<file path="config.mk">
export PLATFORM = sky130hd
export DESIGN_NAME = matrix_keypad_scanner
export DESIGN_NICKNAME = d
export VERILOG_FILES = /design/src/design/kpd_pkg.sv /design/src/design/kpd_datapath.sv /design/src/design/kpd_control.sv /design/src/design/matrix_keypad_scanner.sv
export SDC_FILE = /design/constraint.sdc
export NUM_CORES = 1
export LEC_CHECK = 0
export BUFFER_PORTS_ARGS = -buffer_cell sky130_fd_sc_hd__buf_4
export CAP_MARGIN = 25
export CORE_MARGIN = 5
export CORE_UTILIZATION = 45
export DETAILED_ROUTE_END_ITERATION = 16
export PLACE_DENSITY_LB_ADDON = 0.1
export RECOVER_POWER = 100
export SLEW_MARGIN = 20
export SYNTH_ARGS = -nofsm -noshare
export SYNTH_HDL_FRONTEND = slang
export SYNTH_SLANG_ARGS = --single-unit
</file>
<file path="constraint.sdc">
create_clock -name clock -period 6 [get_ports clock]
set_clock_uncertainty 0.1 [all_clocks]
set_input_delay 0.9 -clock clock [delete_from_list [all_inputs] [get_ports clock]]
set_output_delay 0.9 -clock clock [all_outputs]
set_load 0.005 [all_outputs]
</file>
<file path="src/design/kpd_pkg.sv">
// Shared constants and types for the matrix keypad scanner.
// No dependencies; every other file of the block imports this package.
package kpd_pkg;

   // Keypad geometry
   localparam int ROWS = 3;
   localparam int COLS = 3;

   // Field widths
   localparam int ROW_W      = 2;
   localparam int COL_W      = 2;
   localparam int DRV_W      = 3;
   localparam int LINES_W    = 3;
   localparam int PERIOD_W   = 20;
   localparam int SETTLE_W   = 5;
   localparam int CSR_IDX_W  = 2;
   localparam int CSR_DATA_W = 20;
   localparam int REQ_W      = 8;
   localparam int RSP_W      = 8;

   // Register reset values and limits
   localparam logic [SETTLE_W-1:0] SETTLE_MAX     = SETTLE_W'(20);
   localparam logic [SETTLE_W-1:0] SETTLE_DEFAULT = SETTLE_W'(5);
   localparam logic [PERIOD_W-1:0] PERIOD_RESET   = PERIOD_W'(50000);

   // Register indexes
   localparam logic [CSR_IDX_W-1:0] REG_ENABLE = 2'd0;
   localparam logic [CSR_IDX_W-1:0] REG_PERIOD = 2'd1;
   localparam logic [CSR_IDX_W-1:0] REG_SETTLE = 2'd2;

   typedef logic [ROWS-1:0][COLS-1:0] key_grid_type;

   // Controller to datapath
   typedef struct packed {
      logic tick;   // input transaction accepted this cycle
      logic step;   // advance the change walk by one key
      logic emit;   // current walk key changed: load an event result
   } kpd_cmd_type;

   // Datapath to controller
   typedef struct packed {
      logic out_free;    // result register can take a new result
      logic walk_start;  // a tick now would end a scan with changes to report
      logic cur_set;     // walk key under the cursor has changed
      logic rest_zero;   // no other changed key remains after the cursor
   } kpd_sts_type;

endpackage

</file>
<file path="src/design/kpd_datapath.sv">
// Datapath of the keypad scanner: registers, scan timing, key map,
// change walk and the result register. Depends on kpd_pkg.
module kpd_datapath import kpd_pkg::*; (
   input  logic                  clock,
   input  logic                  reset,
   input  logic                  csr_valid,
   input  logic [CSR_IDX_W-1:0]  csr_index,
   input  logic [CSR_DATA_W-1:0] csr_data,
   input  logic [LINES_W-1:0]    col_lines,
   input  kpd_cmd_type           cmd,
   output kpd_sts_type           sts,
   output logic                  rsp_tvalid,
   input  logic                  rsp_tready,
   output logic [RSP_W-1:0]      rsp_tdata,
   output logic                  rsp_tuser,
   output logic                  rsp_tlast
);

   localparam logic [1:0] PH_IDLE  = 2'd0;
   localparam logic [1:0] PH_WAIT  = 2'd1;
   localparam logic [1:0] PH_DRIVE = 2'd2;

   logic                enable_ff, enable_in;
   logic [PERIOD_W-1:0] period_ff, period_in;
   logic [SETTLE_W-1:0] settle_ff, settle_in;
   logic [1:0]          phase_ff, phase_in;
   logic [ROW_W-1:0]    row_ff, row_in;
   logic [SETTLE_W-1:0] settle_cnt_ff, settle_cnt_in;
   logic [PERIOD_W-1:0] period_cnt_ff, period_cnt_in;
   logic                baseline_ff, baseline_in;
   key_grid_type        key_map_ff, key_map_in;
   key_grid_type        scan_bits_ff, scan_bits_in;
   key_grid_type        chg_ff, chg_in;
   logic [ROW_W-1:0]    walk_row_ff, walk_row_in;
   logic [COL_W-1:0]    walk_col_ff, walk_col_in;
   logic [DRV_W-1:0]    drive_ff, drive_in;
   logic                rsp_valid_ff, rsp_valid_in;
   logic [DRV_W-1:0]    rsp_drive_ff, rsp_drive_in;
   logic                rsp_event_ff, rsp_event_in;
   logic [ROW_W-1:0]    rsp_row_ff, rsp_row_in;
   logic [COL_W-1:0]    rsp_col_ff, rsp_col_in;
   logic                rsp_pressed_ff, rsp_pressed_in;
   logic                rsp_last_ff, rsp_last_in;

   logic [ROW_W-1:0]    cur_row;
   logic [DRV_W-1:0]    drive_now;
   logic                sample;
   logic                scan_end;
   key_grid_type        new_bits;
   key_grid_type        chg_new;
   key_grid_type        chg_rest;
   logic [PERIOD_W-1:0] period_inc;
   logic [SETTLE_W-1:0] settle_wr;
   logic                out_free;
   logic                walk_start;
   logic                cur_set;

   // Decode the current scan row and what a tick would sample now
   always_comb begin
      cur_row   = (row_ff >= ROW_W'(ROWS)) ? '0 : row_ff;
      drive_now = '1;
      if (phase_ff == PH_DRIVE) begin
         drive_now = ~(DRV_W'(1) << cur_row);
      end
      sample   = (settle_cnt_ff >= settle_ff);
      new_bits = scan_bits_ff;
      new_bits[cur_row] = ~col_lines[COLS-1:0];
      scan_end = (phase_ff == PH_DRIVE) && sample && (cur_row == ROW_W'(ROWS - 1));
      chg_new  = key_map_ff ^ new_bits;
      walk_start = scan_end && baseline_ff && (chg_new != '0);
      period_inc = period_cnt_ff + PERIOD_W'(1);
   end

   // Walk cursor over the change map
   always_comb begin
      cur_set  = chg_ff[walk_row_ff][walk_col_ff];
      chg_rest = chg_ff;
      chg_rest[walk_row_ff][walk_col_ff] = 1'b0;
   end

   assign out_free = !rsp_valid_ff || rsp_tready;
   assign settle_wr = (csr_data[SETTLE_W-1:0] > SETTLE_MAX) ? SETTLE_DEFAULT
                                                           : csr_data[SETTLE_W-1:0];

   always_comb begin
      sts.out_free   = out_free;
      sts.walk_start = walk_start;
      sts.cur_set    = cur_set;
      sts.rest_zero  = (chg_rest == '0);
   end

   // Next state of the scan sequencer, the walk and the configuration
   always_comb begin
      enable_in     = enable_ff;
      period_in     = period_ff;
      settle_in     = settle_ff;
      phase_in      = phase_ff;
      row_in        = row_ff;
      settle_cnt_in = settle_cnt_ff;
      period_cnt_in = period_cnt_ff;
      baseline_in   = baseline_ff;
      key_map_in    = key_map_ff;
      scan_bits_in  = scan_bits_ff;
      chg_in        = chg_ff;
      walk_row_in   = walk_row_ff;
      walk_col_in   = walk_col_ff;
      drive_in      = drive_ff;

      // Advance the scan on each tick
      if (cmd.tick) begin
         unique case (phase_ff)
            PH_WAIT: begin
               if (period_inc >= period_ff || period_inc == '0) begin
                  phase_in      = PH_DRIVE;
                  row_in        = '0;
                  settle_cnt_in = '0;
                  period_cnt_in = '0;
               end else begin
                  period_cnt_in = period_inc;
               end
            end
            PH_DRIVE: begin
               if (sample) begin
                  scan_bits_in  = new_bits;
                  settle_cnt_in = '0;
                  if (scan_end) begin
                     key_map_in    = new_bits;
                     baseline_in   = 1'b1;
                     phase_in      = PH_WAIT;
                     row_in        = '0;
                     period_cnt_in = '0;
                  end else begin
                     row_in = cur_row + ROW_W'(1);
                  end
               end else begin
                  settle_cnt_in = settle_cnt_ff + SETTLE_W'(1);
               end
            end
            default: begin
            end
         endcase
         if (walk_start) begin
            chg_in      = chg_new;
            walk_row_in = '0;
            walk_col_in = '0;
            drive_in    = drive_now;
         end
      end

      // Step the walk cursor in row-then-column order
      if (cmd.step) begin
         if (walk_col_ff == COL_W'(COLS - 1)) begin
            walk_col_in = '0;
            walk_row_in = walk_row_ff + ROW_W'(1);
         end else begin
            walk_col_in = walk_col_ff + COL_W'(1);
         end
         if (cmd.emit) begin
            chg_in = chg_rest;
         end
      end

      // Register writes
      if (csr_valid) begin
         unique case (csr_index)
            REG_ENABLE: begin
               if (csr_data[0] && !enable_ff) begin
                  phase_in      = PH_DRIVE;
                  row_in        = '0;
                  settle_cnt_in = '0;
                  period_cnt_in = '0;
                  baseline_in   = 1'b0;
               end else if (!csr_data[0]) begin
                  phase_in      = PH_IDLE;
                  row_in        = '0;
                  settle_cnt_in = '0;
                  period_cnt_in = '0;
               end
               enable_in = csr_data[0];
            end
            REG_PERIOD: period_in = csr_data[PERIOD_W-1:0];
            REG_SETTLE: settle_in = settle_wr;
            default: begin
            end
         endcase
      end
   end

   // Load the result register: a plain tick result or one key event
   always_comb begin
      rsp_valid_in   = rsp_valid_ff && !rsp_tready;
      rsp_drive_in   = rsp_drive_ff;
      rsp_event_in   = rsp_event_ff;
      rsp_row_in     = rsp_row_ff;
      rsp_col_in     = rsp_col_ff;
      rsp_pressed_in = rsp_pressed_ff;
      rsp_last_in    = rsp_last_ff;
      if (cmd.tick && !walk_start) begin
         rsp_valid_in   = 1'b1;
         rsp_drive_in   = drive_now;
         rsp_event_in   = 1'b0;
         rsp_row_in     = '0;
         rsp_col_in     = '0;
         rsp_pressed_in = 1'b0;
         rsp_last_in    = 1'b1;
      end else if (cmd.emit) begin
         rsp_valid_in   = 1'b1;
         rsp_drive_in   = drive_ff;
         rsp_event_in   = 1'b1;
         rsp_row_in     = walk_row_ff;
         rsp_col_in     = walk_col_ff;
         rsp_pressed_in = key_map_ff[walk_row_ff][walk_col_ff];
         rsp_last_in    = sts.rest_zero;
      end
   end

   // Control state
   always_ff @(posedge clock) begin
      if (reset) begin
         enable_ff     <= 1'b0;
         period_ff     <= PERIOD_RESET;
         settle_ff     <= SETTLE_DEFAULT;
         phase_ff      <= PH_IDLE;
         row_ff        <= '0;
         settle_cnt_ff <= '0;
         period_cnt_ff <= '0;
         baseline_ff   <= 1'b0;
         key_map_ff    <= '0;
         scan_bits_ff  <= '0;
         chg_ff        <= '0;
         walk_row_ff   <= '0;
         walk_col_ff   <= '0;
         rsp_valid_ff  <= 1'b0;
      end else begin
         enable_ff     <= enable_in;
         period_ff     <= period_in;
         settle_ff     <= settle_in;
         phase_ff      <= phase_in;
         row_ff        <= row_in;
         settle_cnt_ff <= settle_cnt_in;
         period_cnt_ff <= period_cnt_in;
         baseline_ff   <= baseline_in;
         key_map_ff    <= key_map_in;
         scan_bits_ff  <= scan_bits_in;
         chg_ff        <= chg_in;
         walk_row_ff   <= walk_row_in;
         walk_col_ff   <= walk_col_in;
         rsp_valid_ff  <= rsp_valid_in;
      end
   end

   // Payload
   always_ff @(posedge clock) begin
      drive_ff       <= drive_in;
      rsp_drive_ff   <= rsp_drive_in;
      rsp_event_ff   <= rsp_event_in;
      rsp_row_ff     <= rsp_row_in;
      rsp_col_ff     <= rsp_col_in;
      rsp_pressed_ff <= rsp_pressed_in;
      rsp_last_ff    <= rsp_last_in;
   end

   assign rsp_tvalid = rsp_valid_ff;
   assign rsp_tdata  = {rsp_pressed_ff, rsp_col_ff, rsp_row_ff, rsp_drive_ff};
   assign rsp_tuser  = rsp_event_ff;
   assign rsp_tlast  = rsp_last_ff;

endmodule

</file>
<file path="src/design/kpd_control.sv">
// Controller of the keypad scanner: takes tick transactions and sequences
// the walk over changed keys at the end of a scan. Depends on kpd_pkg.
module kpd_control import kpd_pkg::*; (
   input  logic        clock,
   input  logic        reset,
   input  logic        req_tvalid,
   output logic        req_tready,
   input  kpd_sts_type sts,
   output kpd_cmd_type cmd
);

   localparam logic ST_TICK = 1'b0;
   localparam logic ST_WALK = 1'b1;

   logic state_ff, state_in;

   // Take a tick only when the result register can hold its result
   assign req_tready = (state_ff == ST_TICK) && sts.out_free;

   always_comb begin
      cmd.tick = req_tready && req_tvalid;
      cmd.step = (state_ff == ST_WALK) && (!sts.cur_set || sts.out_free);
      cmd.emit = cmd.step && sts.cur_set;
   end

   always_comb begin
      state_in = state_ff;
      unique case (state_ff)
         ST_TICK: if (cmd.tick && sts.walk_start) state_in = ST_WALK;
         ST_WALK: if (cmd.emit && sts.rest_zero) state_in = ST_TICK;
         default: state_in = ST_TICK;
      endcase
   end

   always_ff @(posedge clock) begin
      if (reset) begin
         state_ff <= ST_TICK;
      end else begin
         state_ff <= state_in;
      end
   end

endmodule

</file>
<file path="src/design/matrix_keypad_scanner.sv">
// Matrix keypad scanner top level: controller and datapath.
// Depends on kpd_pkg, kpd_control and kpd_datapath.
//
// Usage: each req transaction is one tick carrying the active-low column
// levels in req_tdata[2:0]. Every tick gives at least one rsp transaction
// with the row drive of that tick; a scan-ending tick with key changes gives
// one event per changed key (tuser high) in row-then-column order, tlast on
// the final one. Registers are written on the csr channel (index 0 enable,
// 1 period, 2 settle), which is always ready; write them only while idle.
// A plain result is valid in the cycle after its tick is accepted; the
// first event of a walk comes after the walk state is entered and the
// cursor has stepped past each unchanged key ahead of it. The next tick
// is taken in the cycle its result is taken. A tick that ends a scan with
// changes walks the ROWS*COLS change map one key per cycle, while the
// receiver does not stall an event, through the shared result register.
// Reset clears the key map, stops scanning and loads period 50000 and
// settle 5. While rsp_tready is low the result is held and no tick or
// further event is taken.
module matrix_keypad_scanner import kpd_pkg::*; (
   input  logic                  clock,
   input  logic                  reset,
   input  logic                  req_tvalid,
   output logic                  req_tready,
   input  logic [REQ_W-1:0]      req_tdata,   // [2:0] col_lines, [7:3] zero
   output logic                  rsp_tvalid,
   input  logic                  rsp_tready,
   output logic [RSP_W-1:0]      rsp_tdata,   // [2:0] row_drive_n, [4:3] key_row,
                                              // [6:5] key_col, [7] pressed
   output logic                  rsp_tuser,   // event_valid
   output logic                  rsp_tlast,
   input  logic                  csr_valid,
   output logic                  csr_ready,
   input  logic [CSR_IDX_W-1:0]  csr_index,
   input  logic [CSR_DATA_W-1:0] csr_data
);

   kpd_cmd_type cmd;
   kpd_sts_type sts;

   assign csr_ready = 1'b1;

   kpd_control u_control (
      .clock      (clock),
      .reset      (reset),
      .req_tvalid (req_tvalid),
      .req_tready (req_tready),
      .sts        (sts),
      .cmd        (cmd)
   );

   kpd_datapath u_datapath (
      .clock      (clock),
      .reset      (reset),
      .csr_valid  (csr_valid),
      .csr_index  (csr_index),
      .csr_data   (csr_data),
      .col_lines  (req_tdata[LINES_W-1:0]),
      .cmd        (cmd),
      .sts        (sts),
      .rsp_tvalid (rsp_tvalid),
      .rsp_tready (rsp_tready),
      .rsp_tdata  (rsp_tdata),
      .rsp_tuser  (rsp_tuser),
      .rsp_tlast  (rsp_tlast)
   );

   // A tick is never taken while a stalled result still occupies the register
   a_no_overrun: assert property (@(posedge clock) disable iff (reset)
      req_tready |-> (!rsp_tvalid || rsp_tready))
      else $error("tick taken while result register blocked");

   // A tick that does not start a walk produces its result next cycle
   a_tick_result: assert property (@(posedge clock) disable iff (reset)
      (req_tvalid && req_tready && !sts.walk_start) |=> rsp_tvalid)
      else $error("tick result missing");

   // Key events are only reported with exactly one row driven
   a_event_drive: assert property (@(posedge clock) disable iff (reset)
      (rsp_tvalid && rsp_tuser) |-> $onehot(~rsp_tdata[DRV_W-1:0]))
      else $error("event without a single driven row");

   // A result without an event is always the only one of its tick
   a_plain_last: assert property (@(posedge clock) disable iff (reset)
      (rsp_tvalid && !rsp_tuser) |-> rsp_tlast)
      else $error("plain result without last");

endmodule
</file>
Word-level counts from Yosys, hierarchy flattened:

Index checks and enable logic that the tools add are counted.
W data, S select, Z words.

* bits in registers: 102
* output and inout port bits: 13
* word-level logic and storage cells: 173

* add/sub/neg operators: 5
* order comparisons: 10
* eq/ne operators: 6
* shifts and indexed selects: 1
* muxes and demuxes: 79
* bitwise operators: 6
* reductions and logical operators: 38

Operator list (number)
* $mux W20: 8
* $mux W2: 25
* $mux W5: 8
* $pmux W20 S2: 1
* $mux W9: 4
* $mux W3: 7
* $add A20 B1 Y20 const B: 1
* $ge A20 B20 Y1: 1
* $logic_not A20 Y1: 1
* $logic_and A1 B1 Y1: 16
* $mux W1: 14
* $bmux W3 S2: 2
* $demux W3 S2: 2
* $pmux W5 S2: 1
* $reduce_and A2 Y1: 5
* $and A9 B9 Y9: 1
* $bwmux W9: 1
* $logic_not A9 Y1: 1
* $lt A2 B3 Y1 const B: 3
* $not A9 Y9: 1
* $reduce_bool A9 Y1: 1
* $xor A9 B9 Y9: 1
* $eq A2 B2 Y1 const B: 4
* $pmux W2 S2: 2
* other kinds (19): 34

Depth between registers and ports, before layout:

Gate-level depths: netlist (run 1).

* word-level depth: 14
* gate-level depth with buffers: 16
* depth with buffers taken out: 13

By module:

From an unflattened synthesis (run 1), not the netlist that was laid out.

* cell total of the unflattened synthesis: 719
* area, all modules: 5930.7 µm²

By module, submodules not included
* kpd_datapath: instances 1, cells an instance 708, area an instance 5840.6 µm², sequential area each 2082.0 µm²
* kpd_control: instances 1, cells an instance 9, area an instance 78.8 µm², sequential area each 20.0 µm²
* matrix_keypad_scanner: instances 1, cells an instance 2, area an instance 11.3 µm², sequential area each 0.0 µm²

Least setup slack after synthesis (run 1):

No wires, ideal clock.

* kind: register to register
* start: reg u_datapath.period_cnt_ff[0]
* end: reg u_datapath.period_cnt_ff[10]
* setup time: 70 ps
* data arrival time: 3525 ps
* path slack: 2304 ps
* cell stages (with the launch flop): 16
* buffers on the path: 2
* cell sequence: dfxtp_1 ha_1 nand3_1 or3_4 buf_6 o21a_4 or2_2 ha_1 nand3_1 nor3_1 a211oi_1 a21oi_1 nor2_1 clkbuf_1 nand4_1 a21oi_1

* longest elaborated chain between the ends: 10

Ends and longest elaborated chain
* start, declared: RTL line kpd_datapath.sv:29 `logic [PERIOD_W-1:0] period_cnt_ff, period_cnt_in;`
* start signal, assigned: RTL line kpd_datapath.sv:241 `period_cnt_ff <= period_cnt_in;`
* $add A20 B1 Y20 *: RTL line kpd_datapath.sv:71 `period_inc = period_cnt_ff + PERIOD_W'(1);`
* $ge A20 B20 Y1 or $logic_not A20 Y1 (tied branches): RTL line kpd_datapath.sv:113 `if (period_inc >= period_ff || period_inc == '0) begin`
* $logic_or A1 B1 Y1: RTL line kpd_datapath.sv:113
* $mux W20 *: RTL line kpd_datapath.sv:113
* $pmux W20 S2 *: RTL line kpd_datapath.sv:111 `unique case (phase_ff)`
* $mux W20 *: RTL line kpd_datapath.sv:110 `if (cmd.tick) begin`
* $mux W20: RTL line kpd_datapath.sv:173 `end else if (!csr_data[0]) begin`
* $mux W20: RTL line kpd_datapath.sv:167 `if (csr_data[0] && !enable_ff) begin`
* $mux W20: RTL line kpd_datapath.sv:165 `unique case (csr_index)`
* $mux W20 *: RTL line kpd_datapath.sv:164 `if (csr_valid) begin`

Every way passes the cells marked *; elsewhere a longest branch is shown, timed or not.
A chain may end at the register's enable or synchronous reset.

Worst setup path after layout (run 1):

* start: reg u_datapath.period_cnt_ff[3]
* end: reg u_datapath.period_cnt_ff[17]

The elaborated chain is that of the path after synthesis.

==> summary.txt, run 1 <==
Routing
  – Routed len/inst: around 17 µm
  – Post-route ant nets: 0
  – Vias per inst: between 5 and 6
  – M1 wire length: 8040 µm
  – DR top layer: met4
  – 1st-iter DRT viols: 556
  – Metal3 WL: 701 µm
  – DR vias: 5490
  – WL met2: 6820 µm
  – 1st-pass router iterations: 5
  – DRC Markers: 0
  – Post-detailed-routing wire length: 15800 µm

Critical path
  – Critical Path Fanout Max: 15
  – Crit. End Element: flop
  – Crit-path max cell delay: 0.55 ns
  – Crit-path cells: nand4_1 -> nor3_1 -> and3_1 -> nand2_1 -> xnor2_1 -> ha_1 -> a21oi_1 -> o22ai_1 -> a211oi_1 -> a21oi_1 -> nor2_1 -> clkbuf_1 -> buf_4 -> nand4b_1 -> a31oi_1
  – Most used cell, CP: a21oi_1
  – CP delay by family, top: simple AND/OR/NAND/NOR gates
  – CP required: between 6 and 7 ns
  – CP Launch Type: flop
  – Worst EP arrival: 4.94 ns
  – Setup CP Type: flop to flop
  – Worst Path Buf+Inv: 2
  – Max stage delay cell, worst path: nor3_1

STA
  – Tmin final: 4.75 ns
  – Peak Freq: 210 MHz
  – Fin crit share: 0.792
  – Unrepaired setup endpoints after global routing: no
  – Tightest Pin Transition: 2.14 ns
  – Slew HR: -0.430
  – Final Max Tran Viols: between 40 and 50
  – Total Neg Setup Slack: 0 ns
  – Final hold viol count: 0
  – Final setup viols: 0

Yosys
  – Async SR Flop Fraction: 0
  – Ys Warns: 0
  – Post-synth top area cell: dfxtp_1
  – Yosys cell types: 72
  – Syn nets: 818
  – Synth Flop Type: dfxtp_1
  – Synthesized area: approximately 0.006 mm²
  – Mapped Avg Cell Area: 8.09 µm²
  – Count of state elements after synthesis: around 100
  – Top-area cell type share of the netlist area: 0.317
  – Top-count cell post-synth: dfxtp_1
  – Post-synthesis adder-cell area fraction: 0.0723
  – Synth area leaders: dfxtp_1 32%, ha_1 7.2%, a21oi_1 5.9%, nand2_1 5.5%, edfxtp_1 3.0%
  – Top post-synthesis cells by count: 96 x dfxtp_1, 89 x nand2_1, 71 x a21oi_1
  – EDFF count, synth: 6
  – Synthesized netlist cell count: ~750
  – XOR/XNOR Fraction of Synth Area: 0.0246
  – Compound-cell area share of the yosys netlist: 0.229
  – Simple-gate share of the synthesized area: 0.230
  – Seq/Total Area, Yosys: 0.347
  – Largest family of logic cells by synthesized area: simple AND/OR/NAND/NOR gates
  – Mux cell area share after synthesis: 0.0347

Cells and area
  – Nets@finish: 828
  – Fin cells: about 940
  – Layout area overhead: 10.6%
  – Layout cells sized above 1: 0.104
  – Ant. Diodes: 0

Place
  – Dpl hpwl: 11200 µm
  – Placed Cells: 920
  – RePlAce Congestion: 0.906
  – I/O Buffers: 41

Status
  – Failing checks: capacitance limit, slew limit
  – Outcome: finished, violations left

Floorplan
  – DIE WIDTH: 126 µm
  – Starting Density: 0.457
  – Core box area: between 0.01 and 0.015 mm²
  – Full die area: 0.0159 mm²
  – Ports: 48
  – Row count: 42
  – Die H: 126 µm

CTS
  – Clock slew at reported path FFs: 0.07 ns
  – Hold Buf Count CTS: 0
  – Inserted Clock Buffers: 9
  – CTS tree: yes
  – Post-CTS Setup Bufs: 0
  – # resized after CTS: 0
  – CTS H-tree depth: 3
  – CTS Buffer Depth: 2
  – Clk_lat worst skew: 0.36 ns
  – CTS root buf: clkbuf_16
  – # clock sinks: 102

Power and ir drop
  – Switching power: 0.320 mW
  – Switching Share: 0.231
  – Reg power frac: 0.501
  – Logic pwr share: 0.059
  – Internal: 1.06 mW
  – Leak Pwr: 2.43 nW
  – Pwr Density: 207 mW/mm²
  – Clock group share of total power: 0.440
  – Maximum VDD drop: around 190 µV

Global routing
  – Largest net degree at the start of global routing: 47
  – Antenna violations before repair: 0
  – First-pass GRT wire length: 25600 µm
  – Vias in the first global route: around 5100
  – Grt total ovfl: 0
  – GR Util All Layers: 0.197

Hold path
  – Worst hold path class: flop to flop

Run
  – Max-cap check violation count: 1
## per-stage QoR
| step | worst slack, ns | instance area, µm² | hold WS, ns | total power, mW | utilization |
|---|---|---|---|---|---|
| detailed placement | 1.32 | 6400 | 0.348 | 0.790 | 0.483 |
| floorplan | 2.30 | 6050 | 0.332 | 0.755 | - |
| finish | 1.25 | 6690 | 0.355 | 1.38 | 0.505 |
| global route | 0.985 | 6690 | 0.374 | 1.44 | 0.505 |
| global placement | 1.44 | 6390 | 0.342 | 0.788 | 0.482 |
| CTS | 1.25 | 6710 | 0.360 | 1.40 | 0.507 |
## state kept, by name (all words and copies together) (netlist names), 3 cells and up
name and cells:
u_datapath.settle_ff 5, u_datapath.period_cnt_ff 20, u_datapath.settle_cnt_ff 5, u_datapath.drive_ff 3
u_datapath.rsp_drive_ff 3, u_datapath.period_ff 20, u_datapath.key_map_ff 9, u_datapath.chg_ff 9
u_datapath.scan_bits_ff 9
## routing by layer
| layer | track usage | vias up |
|---|---|---|
| li1 | - | 2739 |
| met1 | 0.291 | 2610 |
| met2 | 0.289 | 124 |
| met3 | 0.0368 | 17 |
| met4 | 0.0650 | 0 |
| met5 | 0 | - |
## worst paths after layout
kind / slack, ns / cells after the start / start / to
worst max register to register: 1.25 / 15 / u_datapath.period_cnt_ff[3] / u_datapath.period_cnt_ff[17]
worst max-delay path: 1.25 / 15 / u_datapath.period_cnt_ff[3] / u_datapath.period_cnt_ff[17]
worst min-delay path: 0.36 / 2 / u_datapath.period_ff[10] / u_datapath.period_ff[10]
worst min register to register: 0.36 / 2 / u_datapath.period_ff[10] / u_datapath.period_ff[10]
## cell type report
class	count	area (µm²)
Tap cell	176	220
Timing Repair Buffer	48	327
Multi-Input combinational cell	557	3580
Clock inverter	3	21.3
Fill cell	1330	6550
Inverter	40	150
Clock buffer	13	293
Sequential cell	102	2100
## worst reg2reg max path, delay by kind of cell, from the launching register on
family                     cells  cell delay [ns]
DFF                            1             0.51
adders and majority gates      1             0.33
and+or+nand+nor                6             1.76
xor gates and xnor gates       1             0.35
AOI/OAI and AO/OA              5             0.76
buffers and inverters          2             0.87
## logic make-up (layout without fill, tap and decap cells)
| kind of cell | after synthesis | after routing |
|---|---|---|
| fa+ha+maj | 35 | 35 |
| buf+inv | 89 | 104 |
| other cells | 1 | 1 |
| simple gates | 276 | 276 |
| mux | 19 | 19 |
| flops | 102 | 102 |
| compound gates | 209 | 209 |
| xor+xnor | 17 | 17 |
## power by group through the flow
stage	logic (mW)	registers, mW	clock network, mW
4_1_cts	0.0814	0.693	0.628
3_3_place_gp	0.0791	0.709	0
5_1_grt	0.0906	0.694	0.653
6_report	0.0811	0.694	0.609
2_1_floorplan	0.0470	0.708	0
3_5_place_dp	0.0810	0.709	0
## cells in the final DEF (no fill, tap or decap), drive strengths merged, types with 4 or more instances in the layout
| cell type | n |
|---|---|
| a21o | 5 |
| nand2b | 9 |
| o211ai | 16 |
| o2111ai | 9 |
| nand2 | 89 |
| o21a | 14 |
| o31ai | 4 |
| buf | 28 |
| nand4 | 25 |
| clkbuf | 33 |
| xnor2 | 10 |
| nand3 | 27 |
| a211oi | 15 |
| or2 | 9 |
| mux2i | 12 |
| a21oi | 71 |
| nor2b | 11 |
| a31oi | 7 |
| nor3 | 19 |
| o311ai | 6 |
| nor2 | 48 |
| and2 | 6 |
| o22ai | 4 |
| nor4 | 5 |
| xor2 | 7 |
| mux2 | 6 |
| nand3b | 4 |
| inv | 40 |
| o21ai | 34 |
| edfxtp | 6 |
| and3 | 5 |
| dfxtp | 96 |
| ha | 35 |
No activity file was read; power rests on OpenSTA's default activity.
==> run 2, diff against run 1 <==
Clock period 6 ns to 4.65 ns, I/O delays scaled along.
==> summary.txt, run 2 (synthesized netlist as in run 1, its figures left out) <==
STA
  – Fin crit share: 0.900 (+0.107)
  – Unrepaired setup endpoints after global routing: no
  – Tightest Pin Transition: 2.14 ns (-0.00653 ns)
  – Final setup viols: 0 (unchanged)
  – Final Max Tran Viols: 100 (+110%)
  – Final worst slack: 0.466 ns (-0.779 ns)
  – Peak Freq: 239 MHz (+14%)
  – Final hold viol count: 0 (unchanged)
  – Total Neg Setup Slack: 0 ns (unchanged)
  – Slew HR: -0.426 (+0.00435)
  – Tmin final: 4.18 ns (-0.571 ns)

Routing
  – 1st-iter DRT viols: 400 (-28%)
  – 1st-pass router iterations: 5 (unchanged)
  – Routed len/inst: 16.4 µm (-2.1%)
  – DR vias: 5469 (-0.38%)
  – Post-detailed-routing wire length: 15400 µm (-2.1%)
  – Post-route ant nets: 0 (unchanged)
  – DRC Markers: 0 (unchanged)
  – Vias per inst: 5.82 (-0.38%)

Place
  – Setup Slack @ Placement: 0.664 ns (-0.655 ns)
  – Dpl hpwl: 11200 µm (about the same)
  – I/O Buffers: 41 (unchanged)
  – RePlAce Congestion: 0.903 (-0.33%)

Cells and area
  – Final core utilization: 0.504 (-0.00151)
  – Nets@finish: 829 (+0.12%)
  – Ant. Diodes: 0 (unchanged)
  – Multi-input logic area: 0.00358 mm² (unchanged)
  – Layout cells sized above 1: 0.106 (+0.00262)
  – Most common library cell in the layout ignoring fill and taps: dfxtp_1
  – Fillers: 1309 (-1.6%)
  – Layout area overhead: 10.3%
  – Register area: 0.00210 mm² (unchanged)
  – Top Registers: u_datapath.period_cnt_ff x20, u_datapath.period_ff x20
  – Commonest non-fill, non-tap cells in the layout: 96 x dfxtp_1, 89 x nand2_1, 71 x a21oi_1

Critical path
  – Critical Path Fanout Max: 12 (-3)
  – Setup CP Type: flop to flop
  – Crit-path cells: nand4_1 -> nor3_1 -> and3_1 -> nand2_1 -> xnor2_1 -> ha_1 -> a21oi_1 -> o22ai_1 -> a211oi_1 -> a21oi_1 -> nor2_1 -> clkbuf_2 -> o211ai_1 -> a21oi_1
  – Crit. End Element: flop
  – CP Launch Type: flop
  – Max stage delay cell, worst path: dfxtp_1
  – Worst EP arrival: 4.37 ns (-0.57 ns)
  – R2r setup slk: 0.47 ns (-0.78 ns)
  – CP required: 4.83 ns (-1.35 ns)
  – Crit-path max cell delay: 0.50 ns (-0.05 ns)
  – Most used cell, CP: a21oi_1

Global routing
  – Largest net degree at the start of global routing: 47 (unchanged)
  – GR Util All Layers: 0.194 (-0.00282)
  – Grt total ovfl: 0 (unchanged)
  – Vias in the first global route: 5073 (+0.30%)
  – Antenna violations before repair: 0 (unchanged)
  – First-pass GRT wire length: 25400 µm (-0.91%)

CTS
  – Clk_lat worst skew: 0.35 ns (about the same)
  – CTS tree: yes
  – # clock sinks: 102 (unchanged)
  – # resized after CTS: 0 (unchanged)
  – Clock slew at reported path FFs: 0.07 ns (about the same)
  – Hold Buf Count CTS: 0 (unchanged)
  – CTS root buf: clkbuf_16
  – Inserted Clock Buffers: 9 (unchanged)
  – CTS H-tree depth: 3 (unchanged)
  – CTS Buffer Depth: 2 (unchanged)
  – Post-CTS Setup Bufs: 0 (unchanged)

Floorplan
  – Row count: 42 (unchanged)
  – Full die area: 0.0159 mm² (unchanged)
  – Core box area: 0.0132 mm² (unchanged)
  – DIE WIDTH: 126 µm (unchanged)
  – Die H: 126 µm (unchanged)
  – Starting Density: 0.457 (unchanged)
  – Ports: 48 (unchanged)

Power and ir drop
  – Leak Pwr: 2.43 nW (about the same)
  – Pwr Density: 260 mW/mm² (+26%)
  – Maximum VDD drop: 142 µV (-25%)

Status
  – Outcome: finished, violations left
  – Failing checks: capacitance limit, slew limit

Run
  – Max-cap check violation count: 3 (+2)

Hold path
  – Worst hold path class: flop to flop
run 2: path summary, 6_finish.rpt:
check,cells past startpoint,end,start
max reg2reg,14,u_datapath.period_cnt_ff[7],u_datapath.period_cnt_ff[3]
min reg2reg,2,u_datapath.rsp_col_ff[0],u_datapath.rsp_col_ff[0]
min,2,u_datapath.rsp_col_ff[0],u_datapath.rsp_col_ff[0]
max,14,u_datapath.period_cnt_ff[7],u_datapath.period_cnt_ff[3]
run 2: worst max-delay path: cells and delay by family, from the launching register on:
family | cells | cell delay, ns
AND/OR/NAND/NOR | 5 | 1.62
AO/OA/AOI/OAI | 6 | 0.84
flip-flops | 1 | 0.50
XOR/XNOR | 1 | 0.37
buffers and inverters | 1 | 0.35
adder cells (fa/ha/maj) | 1 | 0.33
run 2: routing by layer:
metal / global-route usage / wire length (µm) / vias up / share of wire
li1: - / - / 2739 / -
met1: 0.294 / 8080 / 2610 / 0.52
met2: 0.286 / 6590 / 108 / 0.43
met3: 0.0254 / 573 / 12 / 0.037
met4: 0.0599 / 199 / 0 / 0.013
met5: 0 / 0 / - / 0
run 2: cell type report:
class                      count  share of cell area
multi-input combinational    557               0.537
sequential                   102               0.315
timing repair buffer          49              0.0502
clock buffer                  12              0.0399
tap                          176              0.0330
inverter                      40              0.0225
clock inverter                 3             0.00281
run 2: per-stage QoR:
step	cell area (µm²)	instances	hold WS [ns]	power [mW]
after floorplan	6050	748	0.332	0.975
after global placement	6430	924	0.342	1.02
after detailed placement	6430	924	0.347	1.02
after CTS	6710	939	0.357	1.76
after global routing	6670	939	0.377	1.81
final	6670	939	0.353	1.74
run 2: power by group:
| part | total [mW] | internal [mW] | switching, mW |
|---|---|---|---|
| registers | 0.895 | 0.891 | 0.00451 |
| logic | 0.104 | 0.0393 | 0.0648 |
| clock network | 0.736 | 0.404 | 0.333 |
| total | 1.74 | 1.33 | 0.402 |
==> run 3, diff against run 2 <==
Settings changed: CORE_UTILIZATION 45 to 35, SKIP_LAST_GASP set to 1.
==> summary.txt, run 3 (synthesized netlist as in run 1, its figures left out) <==
Status
  – Outcome: finished, violations left
  – Failing checks: capacitance limit, slew limit

Power and ir drop
  – Maximum VDD drop: 224 µV (+57%)
  – Switching Share: 0.229 (-0.00251)
  – Pwr Density: 272 mW/mm² (+4.6%)
  – Clock group share of total power: 0.458 (+0.034)
  – Reg power frac: 0.486 (-0.030)
  – Switching power: 0.422 mW (+5.0%)
  – Logic pwr share: 0.057 (-0.003)
  – Internal: 1.42 mW (+6.5%)
  – Leak Pwr: 2.44 nW (+0.27%)

Critical path
  – Crit. End Element: flop
  – Worst reg-to-reg path cell count: 12 (-2)
  – CP required: 4.80 ns (-0.03 ns)
  – CP Launch Type: primary input
  – Worst reg2reg path startpoint: u_datapath.period_cnt_ff[3]
  – Reg2reg end: u_datapath.settle_cnt_ff[3]
  – Worst EP arrival: 4.38 ns (about the same)
  – Setup CP Type: primary input to flop
  – R2r setup slk: 0.51 ns (+0.04 ns)
  – Critical Path Fanout Max: 46 (+34)

Cells and area
  – Layout cells sized above 1: 0.108 (+0.00145)
  – Most common library cell in the layout ignoring fill and taps: dfxtp_1
  – Final core utilization: 0.396 (-0.108)
  – Fin cells: 987 (+5.1%)
  – Multi-input logic area: 0.00358 mm² (unchanged)
  – Register area: 0.00210 mm² (unchanged)
  – Commonest non-fill, non-tap cells in the layout: 96 x dfxtp_1, 89 x nand2_1, 71 x a21oi_1
  – Nets@finish: 827 (-0.24%)
  – Top Registers: u_datapath.period_cnt_ff x20, u_datapath.period_ff x20
  – Fillers: 1816 (+39%)
  – Layout area overhead: 11.9%
  – Ant. Diodes: 0 (unchanged)

Routing
  – Vias per inst: 5.51 (-5.4%)
  – 1st-pass router iterations: 5 (unchanged)
  – DR vias: 5438 (-0.57%)
  – Post-route ant nets: 0 (unchanged)
  – DRC Markers: 0 (unchanged)
  – 1st-iter DRT viols: 248 (-38%)
  – Routed len/inst: 16.6 µm (+0.84%)
  – Post-detailed-routing wire length: 16400 µm (+6.0%)

Global routing
  – GR Util All Layers: 0.167 (-0.0266)
  – Grt total ovfl: 0 (unchanged)
  – Antenna violations before repair: 0 (unchanged)
  – Vias in the first global route: 5368 (+5.8%)
  – First-pass GRT wire length: 27300 µm (+7.4%)
  – Largest net degree at the start of global routing: 47 (unchanged)

Hold path
  – Hold Crit Endpoint: u_datapath.rsp_row_ff[0]
  – Worst hold path class: flop to flop
  – Hold path start: u_datapath.rsp_row_ff[0]
  – Worst hold path cell count: 2 (unchanged)

Place
  – Dpl hpwl: 12000 µm (+6.8%)
  – Placed Cells: 971 (+5.1%)
  – Setup Slack @ Placement: 0.599 ns (-0.0645 ns)
  – I/O Buffers: 41 (unchanged)
  – RePlAce Congestion: 0.861 (-4.6%)

STA
  – Final worst slack: 0.413 ns (-0.0526 ns)
  – Slew HR: -0.481 (-0.0559)
  – Fin crit share: 0.911 (+0.0113)
  – Total Neg Setup Slack: 0 ns (unchanged)
  – Peak Freq: 236 MHz (-1.2%)
  – Tightest Pin Transition: 2.22 ns (+0.0838 ns)
  – Tmin final: 4.24 ns (+0.0526 ns)
  – Unrepaired setup endpoints after global routing: no
  – Final setup viols: 0 (unchanged)
  – Final Max Tran Viols: 64 (-36%)
  – Fin Hold WS: 0.357 ns (+0.00422 ns)
  – Final hold viol count: 0 (unchanged)

CTS
  – Clk_lat worst skew: 0.35 ns (about the same)
  – CTS Buffer Depth: 2 (unchanged)
  – Inserted Clock Buffers: 9 (unchanged)
  – Clock slew at reported path FFs: 0.07 ns (about the same)
  – Post-CTS Setup Bufs: 0 (unchanged)
  – CTS H-tree depth: 3 (unchanged)
  – # resized after CTS: 0 (unchanged)
  – # clock sinks: 102 (unchanged)
  – Hold Buf Count CTS: 0 (unchanged)
  – CTS tree: yes
  – CTS root buf: clkbuf_16

Floorplan
  – Starting Density: 0.354 (-0.103)
  – Core box area: 0.0171 mm² (+29%)
  – Die H: 142 µm (+12%)
  – Row count: 48 (+14%)
  – DIE WIDTH: 142 µm (+12%)
  – Ports: 48 (unchanged)
  – Full die area: 0.0200 mm² (+26%)

Run
  – Max-cap check violation count: 2 (-1)
-- run 3: area by class of cell --
class / instances / area share
Timing Repair Buffer: 47 / 0.0484
Clock buffer: 10 / 0.0353
Tap cell: 225 / 0.0416
Multi-Input combinational cell: 557 / 0.529
Clock inverter: 6 / 0.0139
Sequential cell: 102 / 0.310
Inverter: 40 / 0.0222
-- run 3: critical path: stages --
cell and delay, ns:
clkbuf_1 1.56, clkinv_1 0.97, clkbuf_2 0.53, and4_1 0.30, a311o_1 0.30
-- run 3: how the worst max path moves through the flow --
stage / end / start / depth (start not counted) / slack, ns
detailed placement: u_datapath.row_ff[1] / u_datapath.period_cnt_ff[3] / 12 / 0.60
global route: u_datapath.chg_ff[5] / reset / 5 / 0.11
global placement: u_datapath.row_ff[0] / u_datapath.period_cnt_ff[3] / 12 / 0.62
floorplan: u_datapath.period_cnt_ff[10] / u_datapath.period_cnt_ff[0] / 15 / 0.95
CTS: u_datapath.settle_cnt_ff[3] / u_datapath.period_cnt_ff[3] / 12 / 0.57
finish: u_datapath.chg_ff[5] / reset / 5 / 0.41
-- run 3: metal layers --
layer / part of all wire / vias to the layer above / global-route usage
li1: - / 2730 / -
met1: 0.42 / 2598 / 0.195
met2: 0.53 / 87 / 0.302
met3: 0.030 / 23 / 0.0286
met4: 0.024 / 0 / 0.0707
met5: 0 / - / 0
-- run 3: power groups by stage --
stage	Combinational (mW)	Sequential [mW]	Clock, mW
final	0.104	0.895	0.844
after global routing	0.118	0.896	0.904
after CTS	0.108	0.895	0.879
after detailed placement	0.107	0.915	0
after global placement	0.105	0.915	0
after floorplan	0.0606	0.914	0
-- run 3: stage by stage --
| stage | power, mW | instance area, µm² |
|---|---|---|
| final | 1.84 | 6780 |
| after CTS | 1.88 | 6810 |
| after global routing | 1.92 | 6780 |
| after global placement | 1.02 | 6470 |
| after floorplan | 0.975 | 6050 |
| after detailed placement | 1.02 | 6480 |
